**config.mk**
```make
export PLATFORM = sky130hd
export DESIGN_NAME = json_string_unescape
export DESIGN_NICKNAME = d
export VERILOG_FILES = /design/src/hw/rtl/jsu_pkg.sv /design/src/hw/rtl/jsu_front.sv /design/src/hw/rtl/jsu_queue.sv /design/src/hw/rtl/jsu_back.sv /design/src/hw/rtl/json_string_unescape.sv
export SDC_FILE = /design/constraint.sdc
export NUM_CORES = 1
export LEC_CHECK = 0
export ABC_CLOCK_PERIOD_IN_PS = 5020
export BUFFER_PORTS_ARGS = -buffer_cell sky130_fd_sc_hd__buf_2
export CAP_MARGIN = 20
export CORE_UTILIZATION = 62
export CTS_BUF_LIST = sky130_fd_sc_hd__clkbuf_4
export DETAILED_ROUTE_END_ITERATION = 6
export GPL_TIMING_DRIVEN = 0
export PLACE_DENSITY_LB_ADDON = 0.2
export SYNTH_ARGS = -nofsm -noshare
export SYNTH_HDL_FRONTEND = slang
export SYNTH_SLANG_ARGS = --single-unit
export TNS_END_PERCENT = 10
```
**constraint.sdc**
```tcl
create_clock -name i_clk -period 5.02 [get_ports i_clk]
set_input_delay 1.004 -clock i_clk [delete_from_list [all_inputs] [get_ports i_clk]]
set_output_delay 1.004 -clock i_clk [all_outputs]
set_load 0.03 [all_outputs]
```
**src/hw/rtl/jsu_pkg.sv**
```systemverilog
`timescale 1ns / 1ps
// ----------------------------------------------------------------------------
// jsu_pkg: shared types and constants for the JSON string unescaper
// Phase codes, character codes, the queued command word and the hex decoder.
// ----------------------------------------------------------------------------
package jsu_pkg;

    typedef enum logic [2:0] {
        PH_OPEN,
        PH_BODY,
        PH_ESC,
        PH_HEX1,
        PH_HEX2,
        PH_RAW,
        PH_ERR
    } t_phase;

    // Characters seen in the input
    localparam logic [7:0] CH_QUOTE  = 8'h22;
    localparam logic [7:0] CH_BSLASH = 8'h5C;
    localparam logic [7:0] CH_SLASH  = 8'h2F;
    localparam logic [7:0] CH_LC_B   = 8'h62;
    localparam logic [7:0] CH_LC_F   = 8'h66;
    localparam logic [7:0] CH_LC_R   = 8'h72;
    localparam logic [7:0] CH_LC_N   = 8'h6E;
    localparam logic [7:0] CH_LC_T   = 8'h74;
    localparam logic [7:0] CH_LC_U   = 8'h75;
    localparam logic [7:0] CH_LC_X   = 8'h78;

    // Control characters produced by the escapes
    localparam logic [7:0] CH_BS  = 8'h08;
    localparam logic [7:0] CH_FF  = 8'h0C;
    localparam logic [7:0] CH_CR  = 8'h0D;
    localparam logic [7:0] CH_LF  = 8'h0A;
    localparam logic [7:0] CH_TAB = 8'h09;

    localparam logic [2:0] RAW_COPY_COUNT = 3'd4;

    // One queued command: one or two data bytes, or the end of a string
    typedef struct packed {
        logic       two;
        logic [7:0] b0;
        logic [7:0] b1;
        logic       is_end;
        logic       err;
    } t_cmd;

    // Bit 4 set: valid hex digit, bits 3:0 its value
    function automatic logic [4:0] hex_digit(input logic [7:0] c);
        logic [4:0] r;
        r = 5'd0;
        if (c >= 8'h30 && c <= 8'h39) begin
            r = {1'b1, c[3:0]};
        end else if ((c >= 8'h61 && c <= 8'h66) || (c >= 8'h41 && c <= 8'h46)) begin
            r = {1'b1, c[3:0] + 4'd9};
        end
        return r;
    endfunction

endpackage

```
**src/hw/rtl/jsu_front.sv**
```systemverilog
`timescale 1ns / 1ps
// ----------------------------------------------------------------------------
// jsu_front: byte parser
// Accepts input bytes, tracks the escape phase and pushes commands.
// ----------------------------------------------------------------------------
module jsu_front
    import jsu_pkg::*;
(
    input  logic       i_clk,
    input  logic       i_rst_n,
    input  logic       i_valid,
    output logic       o_stall,
    input  logic [7:0] i_in_byte,
    input  logic       i_in_last,
    input  logic       i_full,
    output logic       o_push,
    output t_cmd       o_cmd
);

    t_phase     r_phase, n_phase;
    logic [3:0] r_high_nibble, n_high_nibble;
    logic [2:0] r_raw_left, n_raw_left;

    logic fire;

    assign o_stall = i_full;
    assign fire    = i_valid && !i_full;

    always_ff @(posedge i_clk) begin
        if (!i_rst_n) begin
            r_phase       <= PH_OPEN;
            r_high_nibble <= 4'd0;
            r_raw_left    <= 3'd0;
        end else begin
            r_phase       <= n_phase;
            r_high_nibble <= n_high_nibble;
            r_raw_left    <= n_raw_left;
        end
    end

    always_comb begin
        logic [4:0] hx;
        logic [2:0] dec_left;
        hx            = hex_digit(i_in_byte);
        dec_left      = (r_raw_left != 3'd0) ? r_raw_left - 3'd1 : 3'd0;
        n_phase       = r_phase;
        n_high_nibble = r_high_nibble;
        n_raw_left    = r_raw_left;
        o_push        = 1'b0;
        o_cmd         = '0;
        if (fire) begin
            if (i_in_last) begin
                o_push        = 1'b1;
                o_cmd.is_end  = 1'b1;
                o_cmd.err     = !((r_phase == PH_BODY || r_phase == PH_RAW)
                                  && i_in_byte == CH_QUOTE);
                n_phase       = PH_OPEN;
                n_high_nibble = 4'd0;
                n_raw_left    = 3'd0;
            end else begin
                case (r_phase)
                    PH_OPEN: begin
                        n_phase = (i_in_byte == CH_QUOTE) ? PH_BODY : PH_ERR;
                    end
                    PH_BODY: begin
                        if (i_in_byte == CH_QUOTE) begin
                            n_phase = PH_ERR;
                        end else if (i_in_byte == CH_BSLASH) begin
                            n_phase = PH_ESC;
                        end else begin
                            o_push   = 1'b1;
                            o_cmd.b0 = i_in_byte;
                        end
                    end
                    PH_ESC: begin
                        n_phase  = PH_BODY;
                        o_push   = 1'b1;
                        case (i_in_byte)
                            CH_BSLASH: o_cmd.b0 = CH_BSLASH;
                            CH_QUOTE:  o_cmd.b0 = CH_QUOTE;
                            CH_SLASH:  o_cmd.b0 = CH_SLASH;
                            CH_LC_B:   o_cmd.b0 = CH_BS;
                            CH_LC_F:   o_cmd.b0 = CH_FF;
                            CH_LC_R:   o_cmd.b0 = CH_CR;
                            CH_LC_N:   o_cmd.b0 = CH_LF;
                            CH_LC_T:   o_cmd.b0 = CH_TAB;
                            CH_LC_U: begin
                                o_cmd.two  = 1'b1;
                                o_cmd.b0   = CH_BSLASH;
                                o_cmd.b1   = CH_LC_U;
                                n_raw_left = RAW_COPY_COUNT;
                                n_phase    = PH_RAW;
                            end
                            CH_LC_X: begin
                                o_push  = 1'b0;
                                n_phase = PH_HEX1;
                            end
                            default: begin
                                o_push  = 1'b0;
                                n_phase = PH_ERR;
                            end
                        endcase
                    end
                    PH_HEX1: begin
                        if (hx[4]) begin
                            n_high_nibble = hx[3:0];
                            n_phase       = PH_HEX2;
                        end else begin
                            n_phase = PH_ERR;
                        end
                    end
                    PH_HEX2: begin
                        if (hx[4]) begin
                            o_push   = 1'b1;
                            o_cmd.b0 = {r_high_nibble, hx[3:0]};
                            n_phase  = PH_BODY;
                        end else begin
                            n_phase = PH_ERR;
                        end
                        n_high_nibble = 4'd0;
                    end
                    PH_RAW: begin
                        o_push     = 1'b1;
                        o_cmd.b0   = i_in_byte;
                        n_raw_left = dec_left;
                        if (dec_left == 3'd0) begin
                            n_phase = PH_BODY;
                        end
                    end
                    default: begin
                        n_phase = PH_ERR;
                    end
                endcase
            end
        end
    end

endmodule

```
**src/hw/rtl/jsu_queue.sv**
```systemverilog
`timescale 1ns / 1ps
// ----------------------------------------------------------------------------
// jsu_queue: command queue
// Small register FIFO between the parser and the result sequencer.
// ----------------------------------------------------------------------------
module jsu_queue
    import jsu_pkg::*;
#(
    parameter int DEPTH = 4
) (
    input  logic i_clk,
    input  logic i_rst_n,
    input  logic i_push,
    input  t_cmd i_cmd,
    output logic o_full,
    input  logic i_pop,
    output t_cmd o_head,
    output logic o_empty
);

    localparam int PTR_W = (DEPTH > 1) ? $clog2(DEPTH) : 1;
    localparam int CNT_W = $clog2(DEPTH + 1);

    t_cmd             r_mem [DEPTH];
    logic [PTR_W-1:0] r_wr_ptr, r_rd_ptr;
    logic [CNT_W-1:0] r_count;

    logic do_push, do_pop;

    assign o_full  = (r_count == CNT_W'(DEPTH));
    assign o_empty = (r_count == '0);
    assign o_head  = r_mem[r_rd_ptr];
    assign do_push = i_push && !o_full;
    assign do_pop  = i_pop && !o_empty;

    function automatic logic [PTR_W-1:0] bump(input logic [PTR_W-1:0] p);
        return (p == PTR_W'(DEPTH - 1)) ? '0 : p + PTR_W'(1);
    endfunction

    always_ff @(posedge i_clk) begin
        if (do_push) begin
            r_mem[r_wr_ptr] <= i_cmd;
        end
    end

    always_ff @(posedge i_clk) begin
        if (!i_rst_n) begin
            r_wr_ptr <= '0;
            r_rd_ptr <= '0;
            r_count  <= '0;
        end else begin
            if (do_push) begin
                r_wr_ptr <= bump(r_wr_ptr);
            end
            if (do_pop) begin
                r_rd_ptr <= bump(r_rd_ptr);
            end
            if (do_push && !do_pop) begin
                r_count <= r_count + CNT_W'(1);
            end else if (do_pop && !do_push) begin
                r_count <= r_count - CNT_W'(1);
            end
        end
    end

endmodule

```
**src/hw/rtl/jsu_back.sv**
```systemverilog
`timescale 1ns / 1ps
// ----------------------------------------------------------------------------
// jsu_back: result sequencer
// Expands queued commands into result words and holds the output register.
// ----------------------------------------------------------------------------
module jsu_back
    import jsu_pkg::*;
(
    input  logic       i_clk,
    input  logic       i_rst_n,
    input  t_cmd       i_head,
    input  logic       i_empty,
    output logic       o_pop,
    output logic       o_valid,
    input  logic       i_stall,
    output logic [7:0] o_out_byte,
    output logic       o_byte_valid,
    output logic       o_string_end,
    output logic       o_string_error,
    output logic       o_run_last
);

    logic       r_valid, n_valid;
    logic       r_half, n_half;
    logic [7:0] r_byte, n_byte;
    logic       r_byte_valid, n_byte_valid;
    logic       r_end, n_end;
    logic       r_err, n_err;
    logic       r_run_last, n_run_last;

    logic load_ok;

    assign load_ok = !r_valid || !i_stall;

    always_ff @(posedge i_clk) begin
        if (!i_rst_n) begin
            r_valid <= 1'b0;
            r_half  <= 1'b0;
        end else begin
            r_valid <= n_valid;
            r_half  <= n_half;
        end
    end

    always_ff @(posedge i_clk) begin
        r_byte       <= n_byte;
        r_byte_valid <= n_byte_valid;
        r_end        <= n_end;
        r_err        <= n_err;
        r_run_last   <= n_run_last;
    end

    always_comb begin
        n_valid      = r_valid;
        n_half       = r_half;
        n_byte       = r_byte;
        n_byte_valid = r_byte_valid;
        n_end        = r_end;
        n_err        = r_err;
        n_run_last   = r_run_last;
        o_pop        = 1'b0;
        if (load_ok) begin
            n_valid = !i_empty;
            if (!i_empty) begin
                n_byte_valid = !i_head.is_end;
                n_end        = i_head.is_end;
                n_err        = i_head.is_end && i_head.err;
                if (i_head.is_end) begin
                    n_byte = 8'd0;
                end else begin
                    n_byte = r_half ? i_head.b1 : i_head.b0;
                end
                if (i_head.two && !r_half) begin
                    // first of a pair: keep the command at the head
                    n_half     = 1'b1;
                    n_run_last = 1'b0;
                end else begin
                    n_half     = 1'b0;
                    n_run_last = 1'b1;
                    o_pop      = 1'b1;
                end
            end
        end
    end

    assign o_valid        = r_valid;
    assign o_out_byte     = r_byte;
    assign o_byte_valid   = r_byte_valid;
    assign o_string_end   = r_end;
    assign o_string_error = r_err;
    assign o_run_last     = r_run_last;

endmodule

```
**src/hw/rtl/json_string_unescape.sv**
```systemverilog
`timescale 1ns / 1ps
// A result word is held in the command queue, then in the output register at o_valid.
// Throughput: one input byte per cycle unless o_stall; a \u escape yields two words,
//   which the result sequencer sends in turn while the command queue absorbs input.
// Input stalls only while the command queue (QUEUE_DEPTH entries) is full.
// Reset: synchronous, active low; clears the parse phase, the queue and o_valid.
// ----------------------------------------------------------------------------
// json_string_unescape: streaming decoder for one quoted JSON string
// Front parser classifies each byte and pushes commands; a back sequencer
// turns each command into one or two result words behind an output register.
// ----------------------------------------------------------------------------
module json_string_unescape
    import jsu_pkg::*;
#(
    parameter int QUEUE_DEPTH = 4
) (
    input  logic       i_clk,
    input  logic       i_rst_n,
    // input byte channel
    input  logic       i_valid,
    output logic       o_stall,
    input  logic [7:0] i_in_byte,
    input  logic       i_in_last,
    // result word channel
    output logic       o_valid,
    input  logic       i_stall,
    output logic [7:0] o_out_byte,
    output logic       o_byte_valid,
    output logic       o_string_end,
    output logic       o_string_error,
    output logic       o_run_last
);

    // Commands carry everything one input byte produces: a data byte, the
    // two-byte \u pair, or the end-of-string word with its error flag.
    // Bytes that produce nothing (quotes, escape prefixes, ignored bytes
    // after an error) push no command at all.
    t_cmd push_cmd;
    t_cmd head_cmd;
    logic push;
    logic pop;
    logic q_full;
    logic q_empty;

    jsu_front u_front (
        .i_clk     (i_clk),
        .i_rst_n   (i_rst_n),
        .i_valid   (i_valid),
        .o_stall   (o_stall),
        .i_in_byte (i_in_byte),
        .i_in_last (i_in_last),
        .i_full    (q_full),
        .o_push    (push),
        .o_cmd     (push_cmd)
    );

    // Decouple the parser from the output side so a stalled consumer or a
    // two-word \u result does not hold up byte intake until the queue fills.
    jsu_queue #(
        .DEPTH (QUEUE_DEPTH)
    ) u_queue (
        .i_clk   (i_clk),
        .i_rst_n (i_rst_n),
        .i_push  (push),
        .i_cmd   (push_cmd),
        .o_full  (q_full),
        .i_pop   (pop),
        .o_head  (head_cmd),
        .o_empty (q_empty)
    );

    // Emit one word per cycle unless stalled; pop the queue after a command's last word.
    jsu_back u_back (
        .i_clk          (i_clk),
        .i_rst_n        (i_rst_n),
        .i_head         (head_cmd),
        .i_empty        (q_empty),
        .o_pop          (pop),
        .o_valid        (o_valid),
        .i_stall        (i_stall),
        .o_out_byte     (o_out_byte),
        .o_byte_valid   (o_byte_valid),
        .o_string_end   (o_string_end),
        .o_string_error (o_string_error),
        .o_run_last     (o_run_last)
    );

endmodule

```
==> impl_results.md, run 1 <==
* Sequential share of the synthesized area at 0.539
* Critical Path Start Type: input port
* CP delay by family, top: simple AND/OR/NAND/NOR gates
* Largest net degree at the start of global routing at 15
* Worst path slowest cell: or3b_1
* Cts hold-fix bufs at 0
* CP bufs+invs at 6
* Placed Area at 4130 um2
* Core Area at approximately 6000 um2
* CTS HTree Levels at 3
* Final hold viol count at 0
* Main synth FF type: edfxtp_1
* Critical path capture point type: flip-flop
* CTS tree: yes
* TNS Setup at 0 ns
* Worst slew pin tran at 0.864 ns
* Fin nets at just under 400
* DR iter-0 viols at about 180
* Grt met3 use at 0.0517
* GRT Total Usage at 0.254
* Setup Slack @ Placement at approximately 0.6 ns
* Max Slew Vio Count at 0
* Area growth, synth to finish at 9.97%
* Grt met2 use at 0.413
* GR peak layer: met2
* Detailed Place HPWL at approximately 5300 um
* CP max stage delay at between 0.3 and 0.4 ns
* First-pass GRT wire length at 12,400 um
* Worst slew margin at 0.424
* Die X at between 80 and 90 um
* CP cell instances: buf_2 -> inv_1 -> ha_1 -> or3b_1 -> and4_4 -> buf_6 -> or2_1 -> and2_4 -> buf_6 -> o41a_1 -> buf_2 -> ha_1 -> inv_1 -> fa_1 -> xor2_1 -> or3_1 -> a21boi_0
* Worst EP arrival at ~4.3 ns
* Clock root cell: clkbuf_4
* Largest area contributor in the netlist: edfxtp_1
* N_diodes at 0
* PortBufs at 25
* # rows at 28
* Drc violations at 0
* FFs w/ async S/R, synth at 0
* Syn_area_per_cell at approximately 12 um2
* Drt wl/cell at about 17 um
* Leak at between 1.5 and 2 nW
* Avg Vias per Cell at 6.05
* Fin worst setup slack at roughly 1.0 ns
* Post-cts gate resize count at 0
* Post-synth EDFFs at between 50 and 60
* Final setup fails at 0
* WHS at 0.487 ns
* Crit path required time at around 5.4 ns
* Setup bufs post-CTS at 0
* Vias in the first global route at roughly 2.7k
* GR Overflow Total at 0
* Detail Route Antenna Nets at 0
* Share of layout cells above drive strength 1 at 0.170
* Ranking of synthesized cells by area: edfxtp_1, dfxtp_1, mux4_2
* I/O Pins at 27
* Die height at between 80 and 90 um
* Number of max-cap violations at 0
* Post-synth top area share at 0.431
* Syn Nets at 360
* Fin area at 4290 um2
* Most frequent cells in the layout: edfxtp_1, buf_2, nand2_1
* Power Dens Cells at roughly 440 nW/um2
* Max clock buf depth at 2
* Seq cells post-synth at a little under 80
* Initial antenna violation count at 0
* Yosys warnings at 0
* DRT Pass-1 Iters at 4
* Cell variety after synth at 60
* Synthesized area at approximately 3900 um2
* VDD IR max at approximately 320 uV
* Kind of critical path: input port to flip-flop
* Via Count at around 2.7k
* Fin cells at about 450
* Post-layout minimum cycle time at around 4 ns
* Outcome: completed
* Worst-path maximum fanout at 8
* M1 GR Usage at 0.325
* Final WL at 7500 um
* Initial Util at 0.651
* Die Area at 6620 um2
* Commonest non-fill, non-tap cell in the layout: edfxtp_1
* Clk sinks at a little under 80
* Min-Delay Path Class: flip-flop to flip-flop
* Routability congestion estimate at between 0.8 and 0.9
* Fin crit share at 0.796
* RSZ-0062 raised after global routing: false
* Placed insts at roughly 440
* Clock Latency Late Sink at between 0.4 and 0.5 ns
* Clk_skew at around 0.026 ns
* Clk slew on worst S/H paths at 0.14 ns
* CTS Buf Count at 9
* Syn Inst Count at 334
* Fmax at between 200 and 300 MHz
-- through the flow --
step            util  power (mW)
2_1_floorplan      -        1.32
3_3_place_gp   0.688        1.45
3_5_place_dp   0.689        1.48
4_1_cts        0.716        1.90
5_1_grt        0.716        2.00
6_report       0.716        1.89
-- cells in the mapped netlist, drive strengths merged, types with 5 or more instances --
master and count:
ha 12, edfxtp 56, a21boi 6, inv 17, buf 7, nand2b 5
mux2i 5, nor2b 9, nand2 25, or3 6, a21oi 13, mux4 11
nor2 16, clkbuf 12, nand3 11, dfxtp 21, o21ai 19, and2 11
-- final cells by class --
type | count | area, um2
Buffer | 19 | 96.3
Clock buffer | 9 | 67.6
Clock inverter | 7 | 95.1
Fill cell | 425 | 1700
Inverter | 17 | 63.8
Multi-Input combinational cell | 221 | 1640
Sequential cell | 77 | 2100
Tap cell | 75 | 93.8
Timing Repair Buffer | 26 | 133
-- where the power goes --
part	total (mW)	internal (mW)	leakage, nW	switching, mW
combinational	0.606	0.228	0.733	0.378
sequential	0.857	0.811	0.728	0.0454
clock	0.423	0.204	0.0849	0.219
total	1.89	1.24	1.55	0.643
-- worst min-delay path: stages (launching register included) --
cell and delay, ns:
dfxtp_1 0.34, nand2_1 0.05, a21boi_0 0.06
-- metal layers --
metal	share of wire	up-vias
met5	0	-
met4	0.020	0
met3	0.034	16
met2	0.49	76
met1	0.46	1308
li1	-	1329
-- worst paths after layout --
kind / startpoint / to / slack [ns] / cells after the start
worst min-delay path: u_back.o_valid / u_back.o_valid / 0.49 / 2
worst max-delay path: i_in_byte[0] / u_queue.r_count[2] / 1.02 / 17
worst min register to register: u_back.o_valid / u_back.o_valid / 0.49 / 2
worst max register to register: u_front.r_phase[0] / u_queue.r_count[2] / 1.97 / 12
-- kinds of logic after synthesis --
logic type,count (synthesis),synth area share
adder cells (fa/ha/maj),13,0.0436
AND/OR/NAND/NOR,113,0.162
buffers and inverters,36,0.0410
flip-flops,77,0.539
AO/OA/AOI/OAI,73,0.125
multiplexers,16,0.0763
XOR/XNOR,6,0.0135
-- registers in the layout, summed over array words and instances (netlist names), named ones only --
signal and cells:
u_queue.r_mem 44, u_back.o_out_byte 8, u_front.r_high_nibble 4, u_front.r_phase 3, u_front.r_raw_left 3, u_queue.r_count 3, u_queue.r_rd_ptr 2, u_queue.r_wr_ptr 2
u_back.o_byte_valid 1, u_back.o_run_last 1, u_back.o_string_end 1, u_back.o_string_error 1, u_back.o_valid 1, u_back.r_half 1
No activity file was read; power rests on OpenSTA's default activity.
==> run 2, diff against run 1 <==
--- a/config.mk
+++ b/config.mk
@@ -5,10 +5,11 @@
 export SDC_FILE = /design/constraint.sdc
 export NUM_CORES = 1
 export LEC_CHECK = 0
-export ABC_CLOCK_PERIOD_IN_PS = 5020
+export ABC_AREA = 1
+export ABC_CLOCK_PERIOD_IN_PS = 3700
 export BUFFER_PORTS_ARGS = -buffer_cell sky130_fd_sc_hd__buf_2
 export CAP_MARGIN = 20
-export CORE_UTILIZATION = 62
+export CORE_UTILIZATION = 63
 export CTS_BUF_LIST = sky130_fd_sc_hd__clkbuf_4
 export DETAILED_ROUTE_END_ITERATION = 6
 export GPL_TIMING_DRIVEN = 0
==> constraint.sdc (replaced) <==
create_clock -name i_clk -period 3.7 [get_ports i_clk]
set_input_delay 0.74 -clock i_clk [delete_from_list [all_inputs] [get_ports i_clk]]
set_output_delay 0.74 -clock i_clk [all_outputs]
set_load 0.03 [all_outputs]
==> run 2 against run 1 <==
Against the previous run: final cell count is 26% higher; wire length rose by 6.7%; design area fell by 0.23%; utilization up 0.25 points; die area decreased by 0.93%; non-clock buffer count decreased by 12; synthesized area grew 0.64%; largest cell class unchanged; critical path type unchanged; via count grew 14%; register-to-register slack lost 0.68 ns; flip-flop and latch count is the same.
==> impl_results.md, run 2 <==
* Outcome: completed (unchanged)
* Worst EP arrival at 2.98 ns (was 4.34 ns)
* CP endpoint: u_queue.r_mem[2][17] (was u_queue.r_count[2])
* Leak at 1.91 nW (was 1.55 nW)
* Max reg flops at 44 (unchanged)
* RSZ-0062 raised after global routing: false (unchanged)
* Biggest register: u_queue.r_mem (unchanged)
* Worst-path maximum fanout at 11 (was 8)
* Vias in the first global route at 2,806 (was 2,656)
* Via Count at 3,116 (was 2,729)
* Setup bufs post-CTS at 0 (unchanged)
* Commonest cells in the netlist: nand2_1, nor2_1, edfxtp_1, inv_1, o21ai_0 (was edfxtp_1, nand2_1, dfxtp_1, o21ai_0, inv_1)
* Worst slew pin tran at 1.09 ns (was 0.864 ns)
* Yosys warnings at 0 (unchanged)
* Overall Power at 2.58 mW (was 1.89 mW)
* Syn Inst Count at 452 (was 334)
* DRT Pass-1 Iters at 5 (was 4)
* Worst slew margin at 0.271 (was 0.424)
* PortBufs at 26 (was 25)
* GR Overflow Total at 0 (unchanged)
* Clock Latency Late Sink at 0.42 ns (was 0.41 ns)
* Min-Delay Path Class: flip-flop to flip-flop (unchanged)
* Post-synth top area share at 0.428 (was 0.431)
* Fin crit share at 0.796
* R2r worst-path depth at 8 (was 12)
* Seq cells post-synth at 77 (unchanged)
* Synthesized area at 3930 um2 (was 3900 um2)
* Post-cts gate resize count at 0 (unchanged)
* Most frequent cells in the layout: nand2_1, nor2_1, inv_1, edfxtp_1, o21ai_0 (was edfxtp_1, buf_2, nand2_1)
* Critical path capture point type: flip-flop (unchanged)
* GRT Total Usage at 0.260 (was 0.254)
* Die X at 81.0 um (was 81.3 um)
* Final WL at 8000 um (was 7500 um)
* Number of max-cap violations at 0 (unchanged)
* Final hold viol count at 0 (unchanged)
* Power Dens Cells at 602 nW/um2 (was 439 nW/um2)
* Drc violations at 0 (unchanged)
* Max clock buf depth at 2 (unchanged)
* N_diodes at 0 (unchanged)
* CTS Buf Count at 9 (unchanged)
* Reg2reg end: u_queue.r_mem[2][17] (was u_queue.r_count[2])
* Clk_skew at 0.0242 ns (was 0.0260 ns)
* Switch Pwr at 1.03 mW (was 0.643 mW)
* Cell variety after synth at 34 (was 60)
* VDD IR max at 480 uV (was 320 uV)
* Syn Nets at 478 (was 360)
* Die Area at 6550 um2 (was 6620 um2)
* Share of layout cells above drive strength 1 at 0.137 (was 0.170)
* WHS at 0.516 ns (was 0.487 ns)
* Syn_area_per_cell at 8.69 um2 (was 11.7 um2)
* I/O Pins at 27 (unchanged)
* Clk sinks at 77 (unchanged)
* Die height at 81.0 um (was 81.3 um)
* Detail Route Antenna Nets at 0 (unchanged)
* Critical Path Start Type: input port (unchanged)
* Largest net degree at the start of global routing at 16 (was 15)
* Switching part of the total at 0.399 (was 0.341)
* Sequential share of the synthesized area at 0.535 (was 0.539)
* Post-layout minimum cycle time at between 2 and 3 ns
* Area growth, synth to finish at 9.02% (was 9.97%)
* Commonest non-fill, non-tap cell in the layout: nand2_1 (was edfxtp_1)
* CTS HTree Levels at 3 (unchanged)
* First-pass GRT wire length at 12,600 um (was 12,400 um)
* Int Pwr at 1.55 mW (was 1.24 mW)
* Register share of total power at 0.461 (was 0.454)
* TNS Setup at 0 ns (unchanged)
* Ranking of synthesized cells by area: edfxtp_1, dfxtp_1, nand2_1 (was edfxtp_1, dfxtp_1, mux4_2)
* Cts hold-fix bufs at 0 (unchanged)
* Drt wl/cell at 14.0 um (was 16.6 um)
* Max Slew Vio Count at 0 (unchanged)
* Logic pwr share at 0.363 (was 0.321)
* Critical R2R Launch: u_front.r_phase[0] (unchanged)
* Count leader, synth: nand2_1 (was edfxtp_1)
* Kind of critical path: input port to flip-flop (unchanged)
* Avg Vias per Cell at 5.47 (was 6.05)
* Post-synth EDFFs at 56 (unchanged)
* Fin nets at 516 (was 397)
* Clock power share at 0.176 (was 0.224)
* Largest area contributor in the netlist: edfxtp_1 (unchanged)
* Flop2flop setup slack at 1.29 ns (was 1.97 ns)
* Detailed Place HPWL at 5910 um (was 5320 um)
* Fmax at roughly 340 MHz
* Clk slew on worst S/H paths at 0.13 ns (was 0.14 ns)
* Initial antenna violation count at 0 (unchanged)
* Final setup fails at 0 (unchanged)
* Main synth FF type: edfxtp_1 (unchanged)
* DR iter-0 viols at 187 (was 181)
* Routability congestion estimate at 0.926 (was 0.899)
* Initial Util at 0.659 (was 0.651)
* FFs w/ async S/R, synth at 0 (unchanged)
* Clock root cell: clkbuf_4 (unchanged)
* Critical Path Start: i_in_byte[0] (unchanged)
* Crit path required time at 3.73 ns (was 5.37 ns)
* # rows at 28 (unchanged)
* Core Area at 5960 um2 (was 5990 um2)
* CTS tree: yes (unchanged)
run 2: cell types whose count changed in the layout (fill, tap and decap cells not counted), sizes merged, moves of 10 or more:
cell   change
a21oi     +10
and2      -10
inv       +46
mux4      -11
nand2     +67
nand3     +15
nor2      +66
o21ai     +19
run 2: worst min-delay path by stage:
stage / from / to / slack (ns) / cells past startpoint
after floorplan: u_front.r_raw_left[1] / u_front.r_raw_left[1] / 0.48 / 2
after global placement: u_queue.r_rd_ptr[1] / u_queue.r_rd_ptr[1] / 0.50 / 2
after detailed placement: u_front.r_raw_left[1] / u_front.r_raw_left[1] / 0.51 / 2
after CTS: u_front.r_raw_left[1] / u_front.r_raw_left[1] / 0.53 / 2
after global routing: u_front.r_phase[1] / u_front.r_phase[1] / 0.56 / 2
final: u_front.r_raw_left[1] / u_front.r_raw_left[1] / 0.52 / 2
run 2: final cells by class:
class | count | area (um2)
plain buffers | 6 | 26.3
fillers | 461 | 1670
clock inverters | 7 | 55.1
repair buffers | 27 | 138
multi-input cells | 307 | 1570
well taps | 75 | 93.8
flip-flops and latches | 77 | 2100
inverters | 62 | 233
clock buffers | 9 | 67.6
run 2: cells by family (layout without fill, tap and decap cells):
family | count (synthesis) | count (layout) | share of synthesized area
flip-flops | 77 | 77 | 0.535
AO/OA/AOI/OAI | 82 | 82 | 0.124
adder cells (fa/ha/maj) | 13 | 13 | 0.0433
XOR/XNOR | 4 | 4 | 0.00892
buffers and inverters | 68 | 111 | 0.0659
AND/OR/NAND/NOR | 208 | 208 | 0.222
run 2: critical path, cell delays in order:
cell	delay, ns
buf_2	0.13
inv_1	0.16
ha_1	0.23
inv_1	0.07
nor2_1	0.22
nand2_1	0.13
nand2_1	0.10
nor2_2	0.05
nand2_2	0.06
nand2_2	0.07
nand3_2	0.11
nand2_4	0.08
nor2_1	0.83
run 2: routing by layer:
layer / track usage / routed length (um) / vias to the layer above / share of wire
li1: - / - / 1590 / -
met2: 0.455 / 4020 / 87 / 0.50
met3: 0.0449 / 387 / 11 / 0.048
met4: 0.118 / 119 / 0 / 0.015
met5: 0 / 0 / - / 0
met1: 0.310 / 3470 / 1428 / 0.43
run 2: metrics by stage:
| stage | cells | worst slack (ns) | instance area (um2) | utilization |
|---|---|---|---|---|
| 2_1_floorplan | 452 | 0.786 | 3930 | - |
| 3_3_place_gp | 553 | 0.369 | 4150 | 0.697 |
| 3_5_place_dp | 554 | 0.332 | 4160 | 0.698 |
| 4_1_cts | 570 | 0.793 | 4280 | 0.719 |
| 5_1_grt | 570 | 0.525 | 4280 | 0.719 |
| 6_report | 570 | 0.754 | 4280 | 0.719 |
run 2: power by group through the flow:
stage	clock network (mW)	logic, mW	registers, mW
after detailed placement	0	0.923	1.21
after global placement	0	0.878	1.21
after CTS	0.460	0.929	1.19
final	0.453	0.936	1.19
after global routing	0.493	1.04	1.21
after floorplan	0	0.526	1.35
==> run 3, diff against run 2 <==
--- a/config.mk
+++ b/config.mk
@@ -5,11 +5,11 @@
 export SDC_FILE = /design/constraint.sdc
 export NUM_CORES = 1
 export LEC_CHECK = 0
-export ABC_AREA = 1
-export ABC_CLOCK_PERIOD_IN_PS = 3700
+export ABC_AREA = 0
+export ABC_CLOCK_PERIOD_IN_PS = 2450
 export BUFFER_PORTS_ARGS = -buffer_cell sky130_fd_sc_hd__buf_2
 export CAP_MARGIN = 20
-export CORE_UTILIZATION = 63
+export CORE_UTILIZATION = 56
 export CTS_BUF_LIST = sky130_fd_sc_hd__clkbuf_4
 export DETAILED_ROUTE_END_ITERATION = 6
 export GPL_TIMING_DRIVEN = 0
==> constraint.sdc (replaced) <==
create_clock -name i_clk -period 2.45 [get_ports i_clk]
set_input_delay 0.49 -clock i_clk [delete_from_list [all_inputs] [get_ports i_clk]]
set_output_delay 0.49 -clock i_clk [all_outputs]
set_load 0.03 [all_outputs]
==> run 3 against run 2 <==
Against the previous run: the run now ends with negative setup slack left; critical path depth up 1; clock-buffer cell count unchanged; setup slack worse by 1.2 ns; largest power group unchanged; total power up 52%; clock power up 75%; global-route usage down 2.8 points; die area up 11%.
==> impl_results.md, run 3 (same netlist as run 1, synthesis figures left out) <==
* Clk_skew at 0.0138 ns (was 0.0242 ns)
* Failing checks: negative setup slack
* RSZ-0062 raised after global routing: true (was false)
* Detailed Place HPWL at 5500 um (was 5910 um)
* Worst slew pin tran at 0.595 ns (was 1.09 ns)
* Clock power share at 0.202 (was 0.176)
* CP max stage delay at 0.46 ns (was 0.83 ns)
* Multi-input gate area at 1770 um2 (was 1570 um2)
* # rows at 30 (was 28)
* Max reg flops at 44 (unchanged)
* Fin worst setup slack at -0.413 ns (was 0.754 ns)
* Register share of total power at 0.447 (was 0.461)
* Int Pwr at 2.54 mW (was 1.55 mW)
* Overall Power at 3.93 mW (was 2.58 mW)
* Final WL at 8370 um (was 8000 um)
* Fin area at 4660 um2 (was 4280 um2)
* GR Overflow Total at 0 (unchanged)
* Worst-path maximum fanout at 4 (was 11)
* Fin nets at 423 (was 516)
* Placed Area at 4210 um2 (was 4160 um2)
* Critical path capture point type: flip-flop (unchanged)
* Logic pwr share at 0.351 (was 0.363)
* Clock root cell: clkbuf_4 (unchanged)
* Cts hold-fix bufs at 0 (unchanged)
* Post-layout minimum cycle time at roughly 2.9 ns
* CTS Buf Count at 9 (unchanged)
* Initial Util at 0.578 (was 0.659)
* GRT Total Usage at 0.232 (was 0.260)
* HP Start: i_stall (was u_front.r_raw_left[1])
* Final hold viol count at 0 (unchanged)
* Via Count at 2,905 (was 3,116)
* DRT Pass-1 Iters at 4 (was 5)
* FF+latch area at 2100 um2 (unchanged)
* Clk sinks at 77 (unchanged)
* Routability congestion estimate at 0.912 (was 0.926)
* Die X at 85.5 um (was 81.0 um)
* Die Area at 7310 um2 (was 6550 um2)
* Fillers at 460 (was 461)
* Power Dens Cells at 842 nW/um2 (was 602 nW/um2)
* Fin crit share at 1.17
* CTS HTree Levels at 3 (unchanged)
* Drt wl/cell at 17.4 um (was 14.0 um)
* Core Area at 6760 um2 (was 5960 um2)
* Die height at 85.5 um (was 81.0 um)
* Outcome: finished with violations (was completed)
* Drc violations at 0 (unchanged)
* Area growth, synth to finish at 19.4% (was 9.02%)
* Detail Route Antenna Nets at 0 (unchanged)
* Avg Vias per Cell at 6.03 (was 5.47)
* Commonest non-fill, non-tap cell in the layout: edfxtp_1 (was nand2_1)
* Hold depth at 3 (was 2)
* Worst path slowest cell: o41a_1 (was nor2_1)
* First-pass GRT wire length at 12,900 um (was 12,600 um)
* Kind of critical path: input port to flip-flop (unchanged)
* Biggest register: u_queue.r_mem (unchanged)
* R2r worst-path depth at 11 (was 8)
* DR iter-0 viols at 137 (was 187)
* Worst EP arrival at 3.22 ns (was 2.98 ns)
* Max clock buf depth at 2 (unchanged)
* Clk slew on worst S/H paths at 0.14 ns (was 0.13 ns)
* VDD IR max at 340 uV (was 480 uV)
* Largest net degree at the start of global routing at 16 (unchanged)
* PortBufs at 25 (was 26)
* N_diodes at 0 (unchanged)
* Most frequent cells in the layout: edfxtp_1, buf_4, nand2_1 (was nand2_1, nor2_1, inv_1, edfxtp_1, o21ai_0)
* CP most frequent cell: ha_4
* Final setup fails at 49 (was 0)
* Vias in the first global route at 2,754 (was 2,806)
* Fmax at approximately 350 MHz
* Max Slew Vio Count at 0 (unchanged)
* Critical Path Start Type: input port (unchanged)
* Clock Latency Late Sink at 0.41 ns (was 0.42 ns)
* Critical R2R Launch: u_front.r_phase[0] (unchanged)
* Switch Pwr at 1.38 mW (was 1.03 mW)
* CP cell instances: buf_12 -> inv_12 -> ha_4 -> or3b_4 -> nor2_1 -> or3_4 -> o31a_1 -> o41a_1 -> ha_4 -> inv_2 -> fa_2 -> xor2_2 -> or3_1 -> a21boi_1 (was buf_2 -> inv_1 -> ha_1 -> inv_1 -> nor2_1 -> nand2_1 -> nand2_1 -> nor2_2 -> nand2_2 -> nand2_2 -> nand3_2 -> nand2_4 -> nor2_1)
* I/O Pins at 27 (unchanged)
* Number of max-cap violations at 0 (unchanged)
* Worst slew margin at 0.603 (was 0.271)
* Min-Delay Path Class: input port to flip-flop (was flip-flop to flip-flop)
* Crit path required time at 2.81 ns (was 3.73 ns)
* CTS tree: yes (unchanged)
* Share of layout cells above drive strength 1 at 0.286 (was 0.137)
* Switching part of the total at 0.352 (was 0.399)
* Critical Path Start: i_in_byte[0] (unchanged)
* Leak at 1.71 nW (was 1.91 nW)
* Initial antenna violation count at 0 (unchanged)
-- run 3: final cells by class --
class,instances,area share
Buffer,14,0.0156
Clock buffer,9,0.0145
Clock inverter,7,0.0166
Inverter,17,0.0180
Multi-Input combinational cell,223,0.380
Sequential cell,77,0.451
Tap cell,80,0.0215
Timing Repair Buffer,55,0.0824
-- run 3: repair_timing --
action | in CTS | in global routing
resized for setup | 27 | 8
pin swaps | 16 | 13
gates cloned | 0 | 2
endpoints found under the setup margin | 55 | 48
buffers inserted | 20 | 9
-- run 3: per-stage QoR --
| step | TNS [ns] | worst slack [ns] | util | hold slack [ns] | instances |
|---|---|---|---|---|---|
| final | -6.09 | -0.413 | 0.690 | 0.324 | 482 |
| after detailed placement | -50.18 | -1.16 | 0.623 | 0.470 | 440 |
| after CTS | -0.640 | -0.386 | 0.678 | 0.307 | 473 |
| after global routing | -7.17 | -0.463 | 0.690 | 0.332 | 482 |
| after global placement | -49.49 | -1.13 | 0.622 | 0.455 | 439 |
| after floorplan | -16.56 | -0.760 | - | 0.445 | 334 |
-- run 3: critical path: cells and delay by family --
family                     cells  cell delay (ns)
and+or+nand+nor                4             0.99
AOI/OAI and AO/OA              3             0.91
adders and majority gates      3             0.56
buffers and inverters          3             0.19
xor gates and xnor gates       1             0.07
-- run 3: per-layer routing --
layer,share of wire,track usage,up-vias
met2,0.51,0.401,110
met5,0,0,-
met3,0.049,0.0457,21
met1,0.41,0.278,1394
li1,-,-,1380
met4,0.023,0.112,0
-- run 3: power by group through the flow --
stage	combinational (mW)	clock (mW)	sequential (mW)
after floorplan	0.750	0	2.00
after global placement	1.23	0	1.78
after detailed placement	1.29	0	1.78
after CTS	1.35	0.805	1.75
after global routing	1.49	0.858	1.78
final	1.38	0.794	1.75
-- run 3: path summary, 6_finish.rpt --
| path | slack, ns | to |
|---|---|---|
| hold reg to reg | 0.49 | u_back.o_valid |
| setup reg to reg | -0.29 | u_queue.r_count[2] |
| hold / removal | 0.32 | u_back.o_valid |
| setup / recovery | -0.41 | u_queue.r_count[2] |
